[src/design/amix_ram.sv]
`timescale 1ns / 1ps
// Generic single-write, single-read synchronous RAM with registered read data.
// No dependencies.
module amix_ram #(
   parameter int  WIDTH  = 8,
   parameter int  DEPTH  = 16,
   localparam int ADDR_W = (DEPTH > 1) ? $clog2(DEPTH) : 1
) (
   input  logic              clock,
   input  logic              we,
   input  logic [ADDR_W-1:0] waddr,
   input  logic [WIDTH-1:0]  wdata,
   input  logic [ADDR_W-1:0] raddr,
   output logic [WIDTH-1:0]  rdata
);

   logic [WIDTH-1:0] mem_ff [DEPTH];
   logic [WIDTH-1:0] rdata_ff;

   always_ff @(posedge clock) begin
      if (we) begin
         mem_ff[waddr] <= wdata;
      end
      rdata_ff <= mem_ff[raddr];
   end

   assign rdata = rdata_ff;

endmodule

[config.mk]
export PLATFORM = sky130hd
export DESIGN_NAME = amix_ram
export DESIGN_NICKNAME = d
export VERILOG_FILES = /design/src/design/amix_ram.sv
export SDC_FILE = /design/constraint.sdc
export NUM_CORES = 1
export LEC_CHECK = 0
export ABC_CLOCK_PERIOD_IN_PS = 1900
export BUFFER_PORTS_ARGS = -buffer_cell sky130_fd_sc_hd__buf_2
export CORE_ASPECT_RATIO = 1.2
export CORE_MARGIN = 1.5
export CORE_UTILIZATION = 45
export CTS_CLUSTER_DIAMETER = 80
export CTS_CLUSTER_SIZE = 12
export DETAILED_ROUTE_END_ITERATION = 10
export GPL_ROUTABILITY_DRIVEN = 0
export GPL_TIMING_DRIVEN = 0
export SLEW_MARGIN = 15
export SYNTH_ARGS = -nofsm -noshare
export SYNTH_HDL_FRONTEND = slang
export SYNTH_SLANG_ARGS = --single-unit
[constraint.sdc]
create_clock -name clock -period 1.9 [get_ports clock]
set_input_delay 0.38 -clock clock [delete_from_list [all_inputs] [get_ports clock]]
set_output_delay 0.38 -clock clock [all_outputs]
set_load 0.02 [all_outputs]
==> impl_metrics.prom <==
# TYPE chip_impl_metric gauge
chip_impl_info{name="outcome",value="completed"} 1
chip_impl_metric{name="routed_via_count",unit=""} 2323
chip_impl_metric{name="synth.distinct_cells",unit=""} 19
chip_impl_metric{name="design.portCount",unit=""} 26
chip_impl_metric{name="crit_path_max_fanout",unit=""} 8
chip_impl_metric{name="detail_route.iter0.violations",unit=""} 177
chip_impl_metric{name="drt_first_pass_iters",unit=""} 4
chip_impl_metric{name="postSynthRegisterBits",unit=""} 136
chip_impl_info{name="yosys-top-cells-area",value="sky130_fd_sc_hd__edfxtp_1, sky130_fd_sc_hd__mux4_2, sky130_fd_sc_hd__mux4_1"} 1
chip_impl_metric{name="die_height",unit="um"} 120
chip_impl_metric{name="filler_cell_count",unit=""} 847
chip_impl_info{name="cts_root_buffer",value="sky130_fd_sc_hd__clkbuf_16"} 1
chip_impl_metric{name="period_share",unit=""} 0.848
chip_impl_metric{name="drv_cap",unit=""} 0
chip_impl_metric{name="pwr-share-clk",unit=""} 0.441
chip_impl_metric{name="final_core_util",unit=""} 0.543
chip_impl_metric{name="post_synth.cell_area_avg",unit="um^2"} 22.5
chip_impl_metric{name="post_layout_net_count",unit=""} 290
chip_impl_metric{name="post-route-min-period",unit="ps"} 1610
chip_impl_metric{name="met3_usage",unit=""} 0.0489
chip_impl_metric{name="first_global_vias",unit=""} 2403
chip_impl_metric{name="fmax",unit="MHz"} 621
chip_impl_metric{name="internal_power",unit="mW"} 5.29
chip_impl_info{name="synth.largest_area_cell",value="sky130_fd_sc_hd__edfxtp_1"} 1
chip_impl_metric{name="dp_worst_setup_slack",unit="ps"} -166
chip_impl_metric{name="postSynthNetCount",unit=""} 247
chip_impl_info{name="timing.critical_path.to_type",value="flip-flop"} 1
chip_impl_metric{name="die_w",unit="um"} 101
chip_impl_metric{name="cts.clk_slew.worst_paths",unit="ps"} 50
chip_impl_info{name="worstPathCellList",value="buf_2, or3b_2, nor2_1"} 1
chip_impl_metric{name="post_cts.resized_instances",unit=""} 0
chip_impl_info{name="type_of_the_worst_setup_path",value="in2reg"} 1
chip_impl_metric{name="residual_overflow_from_global_routing",unit=""} 0
chip_impl_metric{name="finalHoldViolations",unit=""} 0
chip_impl_metric{name="grt_usage",unit=""} 0.178
chip_impl_metric{name="clkSinkCount",unit=""} 136
chip_impl_metric{name="clk_latency",unit="ps"} 400
chip_impl_metric{name="floorplan.initialDensity",unit=""} 0.464
chip_impl_info{name="crit_path_start_kind",value="input pin"} 1
chip_impl_info{name="slowest_stage",value="sky130_fd_sc_hd__nor2_1"} 1
chip_impl_metric{name="multi_input_area",unit="um^2"} 1080
chip_impl_metric{name="post_cts.repair.setup_buffers",unit=""} 0
chip_impl_metric{name="clockBufferDepth",unit=""} 2
chip_impl_metric{name="clock-skew-final",unit="ps"} 5.77
chip_impl_metric{name="grt_start_max_net_pins",unit=""} 17
chip_impl_metric{name="synth_largest_type_area_fraction",unit=""} 0.747
chip_impl_metric{name="cp.arrival",unit="ps"} 1640
chip_impl_metric{name="power.share.combinational",unit=""} 0.052
chip_impl_metric{name="layout.area.seq",unit="um^2"} 4000
chip_impl_metric{name="hold_buffers",unit=""} 0
chip_impl_info{name="most_heavily_used_metal_layer_in_global_routing",value="met2"} 1
chip_impl_metric{name="totalWireLength",unit="mm"} 9.55
chip_impl_metric{name="synth-warning-count",unit=""} 0
chip_impl_metric{name="power.density_cell_area",unit="nW/um^2"} 1100
chip_impl_metric{name="fp_rows",unit=""} 42
chip_impl_metric{name="htree_levels",unit=""} 4
chip_impl_metric{name="power.share.switching",unit=""} 0.203
chip_impl_metric{name="wl_per_cell",unit="um"} 21.7
chip_impl_metric{name="globalRouteMet1Util",unit=""} 0.232
chip_impl_metric{name="fin_worst_hold_slack",unit="ps"} 379
chip_impl_metric{name="syn-cell-area",unit="um^2"} 5150
chip_impl_metric{name="net-switching-power",unit="mW"} 1.35
chip_impl_metric{name="slew-limit-headroom",unit=""} 0.455
chip_impl_metric{name="place.detailed.instances",unit=""} 407
chip_impl_info{name="cts_tree",value="done"} 1
chip_impl_metric{name="area_growth",unit="%"} 17.0
chip_impl_metric{name="port_buffers",unit=""} 24
chip_impl_metric{name="floorplan.core_area",unit="um^2"} 11100
chip_impl_metric{name="synth.yosys.seq_area_share",unit=""} 0.778
chip_impl_metric{name="power.static_leakage",unit="nW"} 2.01
chip_impl_metric{name="critical_path_buf_inv_count",unit=""} 1
chip_impl_metric{name="design.die.area",unit="um^2"} 12100
chip_impl_metric{name="finalMaxSlewViolations",unit=""} 0
chip_impl_metric{name="worst-endpoint-required",unit="ps"} 1930
chip_impl_metric{name="antenna_found_initial",unit=""} 0
chip_impl_info{name="min-delay-path-class",value="in2reg"} 1
chip_impl_metric{name="worst-slew-pin-transition",unit="ps"} 815
chip_impl_metric{name="routed_via_density",unit=""} 5.29
chip_impl_metric{name="timing.critical_path.slowest_cell_delay",unit="ps"} 620
chip_impl_metric{name="insertedDiodeCount",unit=""} 0
chip_impl_info{name="family_with_the_most_delay_on_the_worst_path",value="simple AND/OR/NAND/NOR gates"} 1
chip_impl_metric{name="cts_inserted_buffers",unit=""} 17
chip_impl_metric{name="max-vdd-ir-drop",unit="V"} 0.000579
chip_impl_metric{name="final-instance-count-excl-fill",unit=""} 439
chip_impl_metric{name="groute.layer.met2.usage",unit=""} 0.278
chip_impl_metric{name="drt_drc_violations_left",unit=""} 0
chip_impl_metric{name="antenna_left",unit=""} 0
chip_impl_metric{name="final-setup-viol-count",unit=""} 0
chip_impl_metric{name="synthCells",unit=""} 229
chip_impl_metric{name="place.detailed.hpwl",unit="mm"} 6.02
chip_impl_metric{name="layout_setup_ws",unit="ps"} 289
chip_impl_metric{name="grt_first_pass_wirelength",unit="mm"} 14.4
chip_impl_metric{name="final_layout_size_suffix_gt1_frac",unit=""} 0.298
chip_impl_info{name="setup_repair_after_global_routing_missed_its_margin",value="no"} 1
chip_impl_metric{name="part_of_the_total_power_dissipated_in_sequential_elements",unit=""} 0.508
==> logic make-up (layout without fill, tap and decap cells) <==
group           count (synthesis)  in the layout  synth area share
buf+inv                        10             66            0.0168
flops                         136            136             0.778
mux                            32             32             0.150
compound gates                 16             16            0.0233
simple gates                   35             35            0.0318
==> per-layer routing <==
layer	wire length [um]	up-vias	share of wire
met4	178	0	0.019
met5	0	-	0
met1	4080	1182	0.43
met2	4870	69	0.51
met3	408	10	0.043
li1	-	1062	-
==> path summary, 6_finish.rpt <==
kind / from / endpoint / slack [ps] / cells after the start
min reg2reg: mem_ff[15][2] / rdata[2] / 670 / 3
min: wdata[6] / mem_ff[6][6] / 380 / 1
max: waddr[2] / mem_ff[2][6] / 290 / 3
max reg2reg: mem_ff[0][2] / rdata[2] / 390 / 3
==> cell usage after synthesis <==
library cell and count:
sky130_fd_sc_hd__edfxtp_1 128, sky130_fd_sc_hd__mux4_2 18, sky130_fd_sc_hd__a22oi_1 16, sky130_fd_sc_hd__mux4_1 14, sky130_fd_sc_hd__nor2_1 13, sky130_fd_sc_hd__nand2_1 9
sky130_fd_sc_hd__dfxtp_1 8, sky130_fd_sc_hd__nor3_1 4, sky130_fd_sc_hd__buf_2 3, sky130_fd_sc_hd__buf_6 3, sky130_fd_sc_hd__clkdlybuf4s25_2 3, sky130_fd_sc_hd__nand2b_1 2
sky130_fd_sc_hd__nand3b_1 2, sky130_fd_sc_hd__and2_1 1, sky130_fd_sc_hd__and2b_1 1, sky130_fd_sc_hd__buf_4 1, sky130_fd_sc_hd__nand3_1 1, sky130_fd_sc_hd__nor2b_1 1
sky130_fd_sc_hd__or3b_2 1
==> sequential cells by signal (all words and copies together) (netlist names) <==
name    count
mem_ff    128
rdata       8
==> final cells by class <==
| class | instances | area share |
|---|---|---|
| sequential | 136 | 0.665 |
| multi-input combinational | 83 | 0.179 |
| clock buffer | 25 | 0.0823 |
| tap | 154 | 0.0320 |
| timing repair buffer | 24 | 0.0200 |
| buffer | 10 | 0.0143 |
| clock inverter | 7 | 0.00748 |
==> per-stage QoR <==
stage          power [mW]  area, um^2  setup TNS, ps
2_1_floorplan        3.63        5150              0
3_3_place_gp         3.77        5460         -14370
3_5_place_dp         3.78        5480          -4450
4_1_cts              6.69        6020              0
5_1_grt              6.85        6020              0
6_report             6.64        6020              0
==> power groups by stage <==
stage / clock, mW / combinational [mW] / sequential (mW)
finish: 2.92 / 0.342 / 3.37
global route: 3.11 / 0.369 / 3.37
CTS: 2.97 / 0.349 / 3.37
detailed placement: 0 / 0.348 / 3.43
global placement: 0 / 0.342 / 3.43
floorplan: 0 / 0.170 / 3.46
==> placed cells by master (no fill, tap or decap) <==
cell                              Yosys  layout
sky130_fd_sc_hd__a22oi_1             16      16
sky130_fd_sc_hd__and2_1               1       1
sky130_fd_sc_hd__and2b_1              1       1
sky130_fd_sc_hd__buf_2                3      27
sky130_fd_sc_hd__buf_4                1       1
sky130_fd_sc_hd__buf_6                3       3
sky130_fd_sc_hd__clkbuf_1             0       4
sky130_fd_sc_hd__clkbuf_16            0      17
sky130_fd_sc_hd__clkbuf_8             0       4
sky130_fd_sc_hd__clkdlybuf4s25_2      3       3
sky130_fd_sc_hd__clkinv_2             0       4
sky130_fd_sc_hd__clkinv_4             0       2
sky130_fd_sc_hd__clkinvlp_4           0       1
sky130_fd_sc_hd__dfxtp_1              8       8
sky130_fd_sc_hd__edfxtp_1           128     128
sky130_fd_sc_hd__mux4_1              14      14
sky130_fd_sc_hd__mux4_2              18      18
sky130_fd_sc_hd__nand2_1              9       9
sky130_fd_sc_hd__nand2b_1             2       2
sky130_fd_sc_hd__nand3_1              1       1
sky130_fd_sc_hd__nand3b_1             2       2
sky130_fd_sc_hd__nor2_1              13      13
sky130_fd_sc_hd__nor2b_1              1       1
sky130_fd_sc_hd__nor3_2               0       4
sky130_fd_sc_hd__or3b_2               1       1
==> worst reg2reg max path, stage by stage, from the launching register on <==
cell and delay (ps):
sky130_fd_sc_hd__edfxtp_1 360, sky130_fd_sc_hd__mux4_1 560, sky130_fd_sc_hd__a22oi_1 360, sky130_fd_sc_hd__nand2_1 110
Power figures use the tool's default switching activity.
